==> config.mk <==
export PLATFORM = sky130hd
export DESIGN_NAME = gzip_header_stripper
export DESIGN_NICKNAME = d
export VERILOG_FILES = /design/src/rtl/gzhs_pkg.sv /design/src/rtl/gzhs_front.sv /design/src/rtl/gzhs_fifo.sv /design/src/rtl/gzhs_back.sv /design/src/rtl/gzip_header_stripper.sv
export SDC_FILE = /design/constraint.sdc
export NUM_CORES = 1
export LEC_CHECK = 0
export ABC_CLOCK_PERIOD_IN_PS = 4800
export BUFFER_PORTS_ARGS = -buffer_cell sky130_fd_sc_hd__buf_2
export CAP_MARGIN = 20
export CORE_ASPECT_RATIO = 0.6
export CORE_MARGIN = 8
export CORE_UTILIZATION = 50
export DETAILED_ROUTE_END_ITERATION = 10
export PLACE_DENSITY = 0.71
export SLEW_MARGIN = 10
export SYNTH_ARGS = -nofsm -noshare
export SYNTH_HDL_FRONTEND = slang
export SYNTH_SLANG_ARGS = --single-unit
==> constraint.sdc <==
create_clock -name clk -period 4.8 [get_ports clk]
set_clock_uncertainty 0.1 [all_clocks]
set_input_delay 0.48 -clock clk [delete_from_list [all_inputs] [get_ports clk]]
set_output_delay 0.48 -clock clk [all_outputs]
set_load 0.03 [all_outputs]
==> src/rtl/gzhs_pkg.sv <==
// Shared types and constants for the gzip header stripper.
// Used by the front parser, the command queue, the emitter and the top level.
`timescale 1ns / 1ps

package gzhs_pkg;

    typedef enum logic [3:0] {
        PH_MAGIC    = 4'd0,
        PH_HEADER   = 4'd1,
        PH_XLEN0    = 4'd2,
        PH_XLEN1    = 4'd3,
        PH_XDATA    = 4'd4,
        PH_FNAME    = 4'd5,
        PH_FCOMMENT = 4'd6,
        PH_HCRC     = 4'd7,
        PH_PAYLOAD  = 4'd8,
        PH_RAW      = 4'd9
    } phase_t;

    typedef enum logic [1:0] {
        KIND_RAW     = 2'd0,
        KIND_DEFLATE = 2'd1,
        KIND_END     = 2'd2
    } kind_t;

    localparam logic [7:0] ID1 = 8'h1f;
    localparam logic [7:0] ID2 = 8'h8b;
    localparam logic [7:0] CM_DEFLATE = 8'h08;
    localparam logic [3:0] HEADER_LEN = 4'd10;
    localparam logic [3:0] FLAG_INDEX = 4'd3;

    localparam int FLG_FHCRC    = 1;
    localparam int FLG_FEXTRA   = 2;
    localparam int FLG_FNAME    = 3;
    localparam int FLG_FCOMMENT = 4;

    localparam int FifoDepth = 2;
    localparam int FifoPtrW  = (FifoDepth > 1) ? $clog2(FifoDepth) : 1;
    localparam int FifoCntW  = $clog2(FifoDepth + 1);

    // One command carries every result item that one input item causes.
    typedef struct packed {
        logic [1:0]      cnt;
        logic [2:0][7:0] bytes;
        kind_t           kind;
        logic [4:0]      flags;
        logic            last;
    } cmd_t;

endpackage

==> src/rtl/gzhs_front.sv <==
// Front parser: accepts stream bytes, tracks the header phase and builds commands.
// Depends on gzhs_pkg.
`timescale 1ns / 1ps

module gzhs_front
(
    input  logic            clk,
    input  logic            rst_n,
    input  logic            accept,
    input  logic [7:0]      in_byte,
    input  logic            in_last,
    output logic            cmd_valid,
    output gzhs_pkg::cmd_t  cmd
);

    gzhs_pkg::phase_t phase_reg, phase_next;
    logic [7:0]  held_reg [3];
    logic [1:0]  held_count_reg, held_count_next;
    logic [3:0]  header_index_reg, header_index_next;
    logic [4:0]  flag_bits_reg, flag_bits_next;
    logic [15:0] extra_reg, extra_next;
    logic [1:0]  checksum_reg, checksum_next;
    logic [1:0]  idx;
    logic        in_header;

    function automatic gzhs_pkg::phase_t advance(gzhs_pkg::phase_t from, logic [4:0] fl);
        gzhs_pkg::phase_t nxt;
        if (from < gzhs_pkg::PH_XLEN0 && fl[gzhs_pkg::FLG_FEXTRA])
            nxt = gzhs_pkg::PH_XLEN0;
        else if (from < gzhs_pkg::PH_FNAME && fl[gzhs_pkg::FLG_FNAME])
            nxt = gzhs_pkg::PH_FNAME;
        else if (from < gzhs_pkg::PH_FCOMMENT && fl[gzhs_pkg::FLG_FCOMMENT])
            nxt = gzhs_pkg::PH_FCOMMENT;
        else if (from < gzhs_pkg::PH_HCRC && fl[gzhs_pkg::FLG_FHCRC])
            nxt = gzhs_pkg::PH_HCRC;
        else
            nxt = gzhs_pkg::PH_PAYLOAD;
        return nxt;
    endfunction

    assign idx = (held_count_reg > 2'd2) ? 2'd2 : held_count_reg;

    always_comb
    begin
        phase_next        = phase_reg;
        held_count_next   = held_count_reg;
        header_index_next = header_index_reg;
        flag_bits_next    = flag_bits_reg;
        extra_next        = extra_reg;
        checksum_next     = checksum_reg;
        in_header         = 1'b0;
        cmd               = '0;
        cmd.kind          = gzhs_pkg::KIND_RAW;
        cmd.last          = in_last;
        cmd.bytes[0]      = in_byte;
        case (phase_reg)
            gzhs_pkg::PH_MAGIC:
            begin
                held_count_next = idx + 2'd1;
                cmd.bytes[0] = (idx == 2'd0) ? in_byte : held_reg[0];
                cmd.bytes[1] = (idx == 2'd1) ? in_byte : held_reg[1];
                cmd.bytes[2] = in_byte;
                if (idx == 2'd2)
                begin
                    if (held_reg[0] == gzhs_pkg::ID1 && held_reg[1] == gzhs_pkg::ID2 &&
                        in_byte == gzhs_pkg::CM_DEFLATE)
                    begin
                        phase_next        = gzhs_pkg::PH_HEADER;
                        header_index_next = gzhs_pkg::FLAG_INDEX;
                        flag_bits_next    = '0;
                        in_header         = 1'b1;
                    end
                    else
                    begin
                        cmd.cnt    = 2'd3;
                        phase_next = gzhs_pkg::PH_RAW;
                    end
                end
                else if (in_last)
                begin
                    cmd.cnt = idx + 2'd1;
                end
            end
            gzhs_pkg::PH_HEADER:
            begin
                in_header = 1'b1;
                if (header_index_reg == gzhs_pkg::FLAG_INDEX)
                    flag_bits_next = in_byte[4:0];
                header_index_next = header_index_reg + 4'd1;
                if (header_index_next >= gzhs_pkg::HEADER_LEN ||
                    header_index_next < gzhs_pkg::FLAG_INDEX)
                    phase_next = advance(gzhs_pkg::PH_HEADER, flag_bits_next);
            end
            gzhs_pkg::PH_XLEN0:
            begin
                in_header  = 1'b1;
                extra_next = {8'd0, in_byte};
                phase_next = gzhs_pkg::PH_XLEN1;
            end
            gzhs_pkg::PH_XLEN1:
            begin
                in_header  = 1'b1;
                extra_next = {in_byte, extra_reg[7:0]};
                phase_next = (extra_next == 16'd0) ?
                             advance(gzhs_pkg::PH_XDATA, flag_bits_reg) : gzhs_pkg::PH_XDATA;
            end
            gzhs_pkg::PH_XDATA:
            begin
                in_header  = 1'b1;
                extra_next = extra_reg - 16'd1;
                if (extra_next == 16'd0)
                    phase_next = advance(gzhs_pkg::PH_XDATA, flag_bits_reg);
            end
            gzhs_pkg::PH_FNAME, gzhs_pkg::PH_FCOMMENT:
            begin
                in_header = 1'b1;
                if (in_byte == 8'd0)
                    phase_next = advance(phase_reg, flag_bits_reg);
            end
            gzhs_pkg::PH_HCRC:
            begin
                in_header     = 1'b1;
                checksum_next = checksum_reg + 2'd1;
                if (checksum_next >= 2'd2)
                    phase_next = gzhs_pkg::PH_PAYLOAD;
            end
            gzhs_pkg::PH_PAYLOAD:
            begin
                cmd.cnt   = 2'd1;
                cmd.kind  = gzhs_pkg::KIND_DEFLATE;
                cmd.flags = flag_bits_reg;
            end
            default:
            begin
                cmd.cnt = 2'd1;
            end
        endcase

        if (phase_next == gzhs_pkg::PH_HCRC && phase_reg != gzhs_pkg::PH_HCRC)
            checksum_next = '0;

        if (in_last)
        begin
            if (in_header)
            begin
                cmd.cnt      = 2'd1;
                cmd.bytes    = '0;
                cmd.kind     = gzhs_pkg::KIND_END;
                cmd.flags    = flag_bits_next;
            end
            phase_next        = gzhs_pkg::PH_MAGIC;
            held_count_next   = '0;
            header_index_next = '0;
            flag_bits_next    = '0;
            extra_next        = '0;
            checksum_next     = '0;
        end
    end

    assign cmd_valid = accept && (cmd.cnt != 2'd0);

    always_ff @(posedge clk or negedge rst_n)
    begin
        if (!rst_n)
        begin
            phase_reg        <= gzhs_pkg::PH_MAGIC;
            held_count_reg   <= '0;
            header_index_reg <= '0;
            flag_bits_reg    <= '0;
            extra_reg        <= '0;
            checksum_reg     <= '0;
        end
        else if (accept)
        begin
            phase_reg        <= phase_next;
            held_count_reg   <= held_count_next;
            header_index_reg <= header_index_next;
            flag_bits_reg    <= flag_bits_next;
            extra_reg        <= extra_next;
            checksum_reg     <= checksum_next;
        end
    end

    always_ff @(posedge clk)
    begin
        if (accept && phase_reg == gzhs_pkg::PH_MAGIC)
            held_reg[idx] <= in_byte;
    end

endmodule

==> src/rtl/gzhs_fifo.sv <==
// Short command queue between the front parser and the emitter.
// Depends on gzhs_pkg for the command type and depth.
`timescale 1ns / 1ps

module gzhs_fifo
(
    input  logic            clk,
    input  logic            rst_n,
    input  logic            push,
    input  gzhs_pkg::cmd_t  push_cmd,
    input  logic            pop,
    output logic            full,
    output logic            not_empty,
    output gzhs_pkg::cmd_t  head
);

    gzhs_pkg::cmd_t mem_reg [gzhs_pkg::FifoDepth];
    logic [gzhs_pkg::FifoPtrW-1:0] wr_ptr_reg, wr_ptr_next;
    logic [gzhs_pkg::FifoPtrW-1:0] rd_ptr_reg, rd_ptr_next;
    logic [gzhs_pkg::FifoCntW-1:0] count_reg, count_next;

    localparam logic [gzhs_pkg::FifoPtrW-1:0] LastPtr = gzhs_pkg::FifoPtrW'(gzhs_pkg::FifoDepth - 1);
    localparam logic [gzhs_pkg::FifoCntW-1:0] FullCount = gzhs_pkg::FifoCntW'(gzhs_pkg::FifoDepth);

    assign full      = (count_reg == FullCount);
    assign not_empty = (count_reg != '0);
    assign head      = mem_reg[rd_ptr_reg];

    always_comb
    begin
        wr_ptr_next = wr_ptr_reg;
        rd_ptr_next = rd_ptr_reg;
        count_next  = count_reg;
        if (push)
            wr_ptr_next = (wr_ptr_reg == LastPtr) ? '0 : wr_ptr_reg + 1'b1;
        if (pop)
            rd_ptr_next = (rd_ptr_reg == LastPtr) ? '0 : rd_ptr_reg + 1'b1;
        if (push && !pop)
            count_next = count_reg + 1'b1;
        else if (pop && !push)
            count_next = count_reg - 1'b1;
    end

    always_ff @(posedge clk or negedge rst_n)
    begin
        if (!rst_n)
        begin
            wr_ptr_reg <= '0;
            rd_ptr_reg <= '0;
            count_reg  <= '0;
        end
        else
        begin
            wr_ptr_reg <= wr_ptr_next;
            rd_ptr_reg <= rd_ptr_next;
            count_reg  <= count_next;
        end
    end

    always_ff @(posedge clk)
    begin
        if (push)
            mem_reg[wr_ptr_reg] <= push_cmd;
    end

endmodule

==> src/rtl/gzhs_back.sv <==
// Emitter: sends queued commands' items one per cycle while m_tready is high.
// Depends on gzhs_pkg.
`timescale 1ns / 1ps

module gzhs_back
(
    input  logic            clk,
    input  logic            rst_n,
    input  logic            cmd_avail,
    input  gzhs_pkg::cmd_t  cmd_head,
    output logic            cmd_pop,
    output logic            m_tvalid,
    input  logic            m_tready,
    output logic [7:0]      m_tdata,
    output logic [6:0]      m_tuser,
    output logic            m_tlast
);

    gzhs_pkg::cmd_t cur_reg;
    logic           cur_valid_reg;
    logic [1:0]     idx_reg, idx_next;
    logic           fire;
    logic           at_end;
    logic [7:0]     sel_byte;

    assign fire    = cur_valid_reg && m_tready;
    assign at_end  = (idx_reg == cur_reg.cnt - 2'd1);
    assign cmd_pop = cmd_avail && (!cur_valid_reg || (fire && at_end));

    always_comb
    begin
        idx_next = idx_reg;
        if (cmd_pop)
            idx_next = '0;
        else if (fire && !at_end)
            idx_next = idx_reg + 2'd1;
    end

    always_comb
    begin
        case (idx_reg)
            2'd0:    sel_byte = cur_reg.bytes[0];
            2'd1:    sel_byte = cur_reg.bytes[1];
            default: sel_byte = cur_reg.bytes[2];
        endcase
    end

    assign m_tvalid = cur_valid_reg;
    assign m_tdata  = sel_byte;
    assign m_tuser  = {cur_reg.flags, 2'(cur_reg.kind)};
    assign m_tlast  = cur_reg.last && at_end;

    always_ff @(posedge clk or negedge rst_n)
    begin
        if (!rst_n)
        begin
            cur_valid_reg <= 1'b0;
            idx_reg       <= '0;
        end
        else
        begin
            idx_reg <= idx_next;
            if (cmd_pop)
                cur_valid_reg <= 1'b1;
            else if (fire && at_end)
                cur_valid_reg <= 1'b0;
        end
    end

    always_ff @(posedge clk)
    begin
        if (cmd_pop)
            cur_reg <= cmd_head;
    end

endmodule

==> src/rtl/gzip_header_stripper.sv <==
// Top level of the gzip header stripper: front parser, command queue and emitter.
// Depends on gzhs_pkg, gzhs_front, gzhs_fifo and gzhs_back.
`timescale 1ns / 1ps
//
// Bytes enter on the s_ group, one item per handshake, with s_tlast on the
// final byte of a stream. Results leave on the m_ group: m_tdata is the byte,
// m_tuser carries the kind (raw, deflate payload or end marker) and the kept
// gzip flags, and m_tlast closes the stream.
// The front parser classifies each accepted byte in the cycle it arrives and
// writes at most one command, holding up to three result items, to a two-entry
// queue. The emitter sends one item per cycle from its output register while
// the receiver is ready. The first result of a byte goes through a queue entry
// and then the output register. Sustained throughput is one byte per cycle
// while the receiver is ready; the three replayed bytes of a failed ID check
// go one per cycle. Header bytes yield no items, save an end marker on s_tlast.
// Reset clears the parser to the ID check and empties the queue and the
// output register. When the receiver stalls, the output item holds, the queue
// fills, and s_tready drops once both queue entries are taken.

module gzip_header_stripper
(
    input  logic       clk,
    input  logic       rst_n,
    input  logic       s_tvalid,
    output logic       s_tready,
    input  logic [7:0] s_tdata,   // in_byte[7:0]
    input  logic       s_tlast,
    output logic       m_tvalid,
    input  logic       m_tready,
    output logic [7:0] m_tdata,   // out_byte[7:0]
    output logic [6:0] m_tuser,   // payload_kind[1:0], header_flags[6:2]
    output logic       m_tlast
);

    logic           accept;
    logic           cmd_valid;
    gzhs_pkg::cmd_t cmd;
    logic           fifo_full;
    logic           fifo_not_empty;
    gzhs_pkg::cmd_t fifo_head;
    logic           fifo_pop;

    assign s_tready = !fifo_full;
    assign accept   = s_tvalid && s_tready;

    gzhs_front u_front
    (
        .clk       (clk),
        .rst_n     (rst_n),
        .accept    (accept),
        .in_byte   (s_tdata),
        .in_last   (s_tlast),
        .cmd_valid (cmd_valid),
        .cmd       (cmd)
    );

    gzhs_fifo u_fifo
    (
        .clk       (clk),
        .rst_n     (rst_n),
        .push      (cmd_valid),
        .push_cmd  (cmd),
        .pop       (fifo_pop),
        .full      (fifo_full),
        .not_empty (fifo_not_empty),
        .head      (fifo_head)
    );

    gzhs_back u_back
    (
        .clk       (clk),
        .rst_n     (rst_n),
        .cmd_avail (fifo_not_empty),
        .cmd_head  (fifo_head),
        .cmd_pop   (fifo_pop),
        .m_tvalid  (m_tvalid),
        .m_tready  (m_tready),
        .m_tdata   (m_tdata),
        .m_tuser   (m_tuser),
        .m_tlast   (m_tlast)
    );

    a_push_not_full: assert property (@(posedge clk) disable iff (!rst_n)
        cmd_valid |-> !fifo_full)
        else $error("Command written into a full queue.");

    a_end_marker: assert property (@(posedge clk) disable iff (!rst_n)
        (m_tvalid && m_tuser[1:0] == gzhs_pkg::KIND_END) |-> (m_tlast && m_tdata == 8'd0))
        else $error("End marker without last flag or with data.");

    a_raw_flags: assert property (@(posedge clk) disable iff (!rst_n)
        (m_tvalid && m_tuser[1:0] == gzhs_pkg::KIND_RAW) |-> (m_tuser[6:2] == 5'd0))
        else $error("Raw item carries header flags.");

    a_pop_has_data: assert property (@(posedge clk) disable iff (!rst_n)
        fifo_pop |-> fifo_not_empty)
        else $error("Queue read while empty.");

endmodule
# Word level (Yosys, flattened, before mapping)
# Memories as Yosys holds them, arrays and structs flattened. A register that Yosys moved wholly into a read port is not among the register bits.
# Cells that the tools add are included.
[totals]
reg_bits = 40
ramBits = 92
inputBits = 13
word_cells = 165
memories = 2
[op_classes]
n_addsub = 10
n_lt_le_gt_ge = 8
n_eq_ne = 22
mux = 64
reduce_logical = 47
[memory_table]
columns = ["name", "words", "word_bits", "rd", "rd_clocked_by_memory_dff", "wr", "line_no", "rtl"]
rows = [
  ["u_fifo.mem_reg", 2, 34, 1, 1, 1, "gzhs_fifo.sv:17", "gzhs_pkg::cmd_t mem_reg [gzhs_pkg::FifoDepth];"],
  ["u_front.held_reg", 3, 8, 2, 0, 1, "gzhs_front.sv:17", "logic [7:0] held_reg [3];"],
]
[ops]
columns = ["cell", "n"]
rows = [
  ["2-to-1 mux 4 bit", 22],
  ["2-to-1 mux 33 bit", 2],
  ["one-hot mux 16 bit (3 select lines)", 1],
  ["zero test 16 bit", 2],
  ["one-hot mux 4 bit (7 select lines)", 1],
  ["2-to-1 mux 2 bit", 13],
  ["2-to-1 mux 5 bit", 5],
  ["2-to-1 mux 24 bit", 1],
  ["equality test 4 x 3 -> 1 bit (second input constant)", 5],
  ["logical AND 1 bit", 17],
  ["2-to-1 mux 16 bit", 1],
  ["2-to-1 mux 8 bit", 2],
  ["one-hot mux 8 bit (2 select lines)", 1],
  ["subtractor 16 x 1 -> 16 bit (second input constant)", 1],
  ["equality test 4 x 2 -> 1 bit (second input constant)", 3],
  ["less-than comparator 4 x 3 -> 1 bit (second input constant)", 3],
  ["nonzero test 2 bit", 6],
  ["2-to-1 mux 1 bit", 10],
  ["one-hot mux 5 bit (2 select lines)", 1],
  ["nonzero test 3 bit", 3],
  ["adder 2 x 1 -> 2 bit (second input constant)", 4],
  ["equality test 8 x 4 -> 1 bit (second input constant)", 1],
  ["equality test 8 x 5 -> 1 bit (second input constant)", 1],
  ["equality test 8 bit (second input constant)", 1],
  ["30 further kinds", 44],
]

# Longest topological paths before layout
# An unclocked memory read counts as a cell.
[logic_depth]
ltp_word = 15
depth_mapped = 11

# Cells and area by module
# Synthesis repeated with hierarchy kept, for this count alone.
[unflattened]
hier_cells = 651
area_unflattened_um2 = 7842.5
[by_module_without_submodules]
columns = ["module", "instances", "cells_per_inst", "area_per_inst_um2"]
rows = [
  ["gzhs_front", 1, 434, 3604.7],
  ["gzhs_fifo", 1, 122, 2793.9],
  ["gzhs_back", 1, 93, 1433.9],
  ["gzip_header_stripper", 1, 2, 10.0],
]

# Worst setup path before layout
# OpenSTA, ideal clock, no wires.
[synth_timing]
kind = "input-to-reg"
start = "input s_tdata[4]"
end = "memory u_fifo.mem_reg[0][0] (netlist bit), enable pin"
setup_time_ns = 0.429
t_arrival_ns = 3.521
setup_slack_ns = 0.750
cell_stages = 8
path_buffers = 1
path_cell_list = "buf_2 or4_1 nor4_1 a31oi_1 nand2_1 a221o_1 o21a_1 nor2b_1"
[synth_rtl]
columns = ["element", "line_no", "rtl"]
rows = [
  ["from (decl)", "gzip_header_stripper.sv:26", "input logic [7:0] s_tdata,"],
  ["to (decl)", "gzhs_fifo.sv:17", ""],
]

==> metrics.log <==
INFO  metric crit_fanout = 28
INFO  metric synth_largest_area_cell = edfxtp_1
INFO  metric clk_transition_reported_paths = 0.08 ns
INFO  metric number_of_flip_flops_in_the_largest_register = 68
INFO  metric crit_start = u_front.phase_reg[1]
INFO  metric place_hpwl = 13.8 mm
INFO  metric antenna-diode-count = 0
INFO  metric synth-compound-area-share = 14.6%
INFO  metric synthesis.instances = 727
INFO  metric rr_endpoint = u_fifo.mem_reg[0][28]
INFO  metric ctsResizeCount = 0
INFO  metric drt_iter0_markers = 913
INFO  metric worstPathArrival = 3.50 ns
INFO  metric timing.slew.headroom = 38.5%
INFO  metric h-tree-depth = 4
INFO  metric cts_root_buffer = clkbuf_16
INFO  metric power = 5.90 mW
INFO  metric leakage = 3.25 nW
INFO  metric max_freq = 284 MHz
INFO  metric grt_pass1_vias = 5,572
INFO  metric cts_buffers = 17
INFO  metric worst-r2r-setup-slack = 1.28 ns
INFO  metric detail_route.wirelength = 19.9 mm
INFO  metric drive_gt1_share = 17.0%
INFO  metric rsz0062_at_grt = false
INFO  metric synth-main-ff-cell = edfxtp_1
INFO  metric port_buffers = 30
INFO  metric crit_path_frequent_cell = nor2_1
INFO  metric finish.net_count = 762
INFO  metric grt_pass1_wl = 31.3 mm
INFO  metric maxSlewViolCount = 0
INFO  metric worst_ep_required_time = 4.78 ns
INFO  metric floorplan.die.height = 114 um
INFO  metric area_growth_syn_to_layout = 11.6%
INFO  metric pwr_density_cell = 665 mW/mm^2
INFO  metric fillers = 1,249
INFO  metric synth_simple_gate_area_share = 16.8%
INFO  metric largest_family_of_logic_cells_by_synthesized_area = simple AND/OR/NAND/NOR gates
INFO  metric core-area = 0.0155 sq mm
INFO  metric top_level_ports = 31
INFO  metric mappedNetlistNets = 748
INFO  metric crit_path_top_delay_cell = dfrtp_1
INFO  metric drt.antenna.violating_nets = 0
INFO  metric setup.worst_path.class = reg2reg
INFO  metric cts_tree = yes
INFO  metric worst_path_largest_cell_delay = 0.63 ns
INFO  metric global_route.overflow_total = 0
INFO  metric worst-path-stages = 8
INFO  metric drcViolationCount = 0
INFO  metric synthArstFlopShare = 25.3%
INFO  metric netlist_top_cells_area = edfxtp_1 (45%), dfrtp_1 (13%), mux2_2 (5.0%), nand2_1 (4.8%), a21oi_1 (3.5%)
INFO  metric place.gp.congestion = 0.904
INFO  metric clock_latency = 0.43 ns
INFO  metric worst-slew-pin-transition = 0.919 ns
INFO  metric syn_avg_cell_area = 10.9 sq um
INFO  metric layout.cells.most_common = edfxtp_1
INFO  metric finalHoldWorstSlack = 0.290 ns
INFO  metric worst_r2r_path_depth = 8
INFO  metric maxCapViolations = 0
INFO  metric peakVddDrop = 349 uV
INFO  metric grt_antenna_before_repair = 0
INFO  metric worstHoldPathType = in2reg
INFO  metric cp-start-kind = register
INFO  metric r2r_start = u_front.phase_reg[1]
INFO  metric number_of_hold_violations_in_the_final_report = 0
INFO  metric result_of_the_run = complete, no violations
INFO  metric period_share = 73.2%
INFO  metric yosys-mux-area-fraction = 5.21%
INFO  metric yosysTopAreaCellShare = 44.6%
INFO  metric number_of_core_rows = 35
INFO  metric setup.worst_path.end_class = register
INFO  metric final_cell_mix = edfxtp_1 (118), nand2_1 (102), nor2_1 (56)
INFO  metric initial_core_util = 51.4%
INFO  metric number_of_flops_mapped_to_enable_cells_by_yosys = 118
INFO  metric post_synth_instance_area = 0.00795 sq mm
INFO  metric drt-pass1-iter-count = 5
INFO  metric fp.dieW = 179 um
INFO  metric vias_per_cell = 6.18
INFO  metric clkSinkCount = 158
INFO  metric final_core_utilization = 57.4%
INFO  metric yosysUniqueCellTypes = 75
INFO  metric timing.critical_path.buf_inv = 1
INFO  metric count_of_synthesis_stage_warnings_from_yosys = 0
INFO  metric synth_xor_area_share = 1.54%
INFO  metric post_route_setup_tns = 0 ns
INFO  metric maximum_number_of_pins_on_one_net_before_global_route_repair = 41
INFO  metric ctsLongestPathBuffers = 2
INFO  metric dr_total_vias = 5,910
INFO  metric synth.yosys.seq_area_share = 57.2%
INFO  metric path_cells = nor3_1 -> nand2b_1 -> nor2_1 -> o21ai_0 -> nor2_1 -> o21a_1 -> nor2b_2 -> buf_4
INFO  metric path_delay_family = simple AND/OR/NAND/NOR gates
INFO  metric grt_util_overall = 20.0%
INFO  metric time_the_worst_path_needs_with_i_o_delays_and_setup = 3.52 ns
INFO  metric yosys_register_bits = 158
INFO  metric per_cell_routed_wire_length = 20.8 um
INFO  metric synth-adder-area-share = 1.26%
INFO  metric worstSetupEndpoint = u_fifo.mem_reg[0][28]
INFO  metric design.die.area = 0.0203 sq mm
INFO  metric final-setup-viol-count = 0
## report_power, final
part           total, mW  internal (mW)  switching (mW)
logic               2.26          0.806            1.45
clock network       1.36          0.712           0.643
registers           2.28           1.95           0.335
## cells in the mapped netlist (9+ instances only)
master and n:
dfrtp_1 40, a22oi_1 12, and2_1 11, edfxtp_1 118, nand2b_1 9, mux2_2 35
or3_1 9, nor3_1 22, a21oi_1 55, o21ai_0 46, inv_1 15, nand2_1 102
nand3_1 13, a22o_1 12, clkbuf_1 35, nor2_1 56
## worst min-delay path by stage
stage,startpoint,endpoint,depth (start not counted)
2_1_floorplan,rst_n,u_back.idx_reg[0],0
6_report,m_tready,u_back.m_tvalid,4
4_1_cts,rst_n,u_front.extra_reg[5],1
5_1_grt,s_tdata[7],u_front.held_reg[1][7],1
3_5_place_dp,u_front.extra_reg[10],u_front.extra_reg[10],2
3_3_place_gp,u_fifo.wr_ptr_reg,u_fifo.wr_ptr_reg,1
## cell type report
| type | count | area, sq um | area share, % |
|---|---|---|---|
| flip-flops and latches | 158 | 4540 | 51.2 |
| well taps | 203 | 254 | 2.86 |
| repair buffers | 42 | 253 | 2.85 |
| multi-input cells | 506 | 3150 | 35.5 |
| clock buffers | 17 | 425 | 4.80 |
| clock inverters | 15 | 188 | 2.12 |
| inverters | 16 | 60.1 | 0.677 |
## tightest hold or removal path: cells and delay by family
| family | cells | cell delay (ns) |
|---|---|---|
| simple gates | 3 | 0.21 |
| buf+inv | 1 | 0.09 |
## layer usage
layer / global-route usage, % / routed length (um)
met4: 4.83 / 252
met1: 30.4 / 9560
met3: 5.51 / 1930
met2: 27.3 / 8200
met5: 0 / 0
## what timing repair did
item	in CTS	in global routing
setup buffers	0	0
hold buffers	0	1
hold endpoints to repair	0	16
## per-stage QoR
step                      worst slack (ns)  instances  area [sq um]
after floorplan                      0.750        727          7950
after global placement                1.34        922          8220
after detailed placement              1.24        922          8220
after CTS                             1.33        954          8840
after global routing                 0.939        957          8870
final                                 1.28        957          8870
## logic make-up (layout without fill, tap and decap cells)
family                     count (synthesis)  count (layout)
DFF                                      158             158
xor gates and xnor gates                  14              14
muxes                                     37              37
buffers and inverters                     63              90
AOI/OAI and AO/OA                        176             176
adders and majority gates                  8               8
and+or+nand+nor                          271             271
No activity file was read; power rests on OpenSTA's default activity.
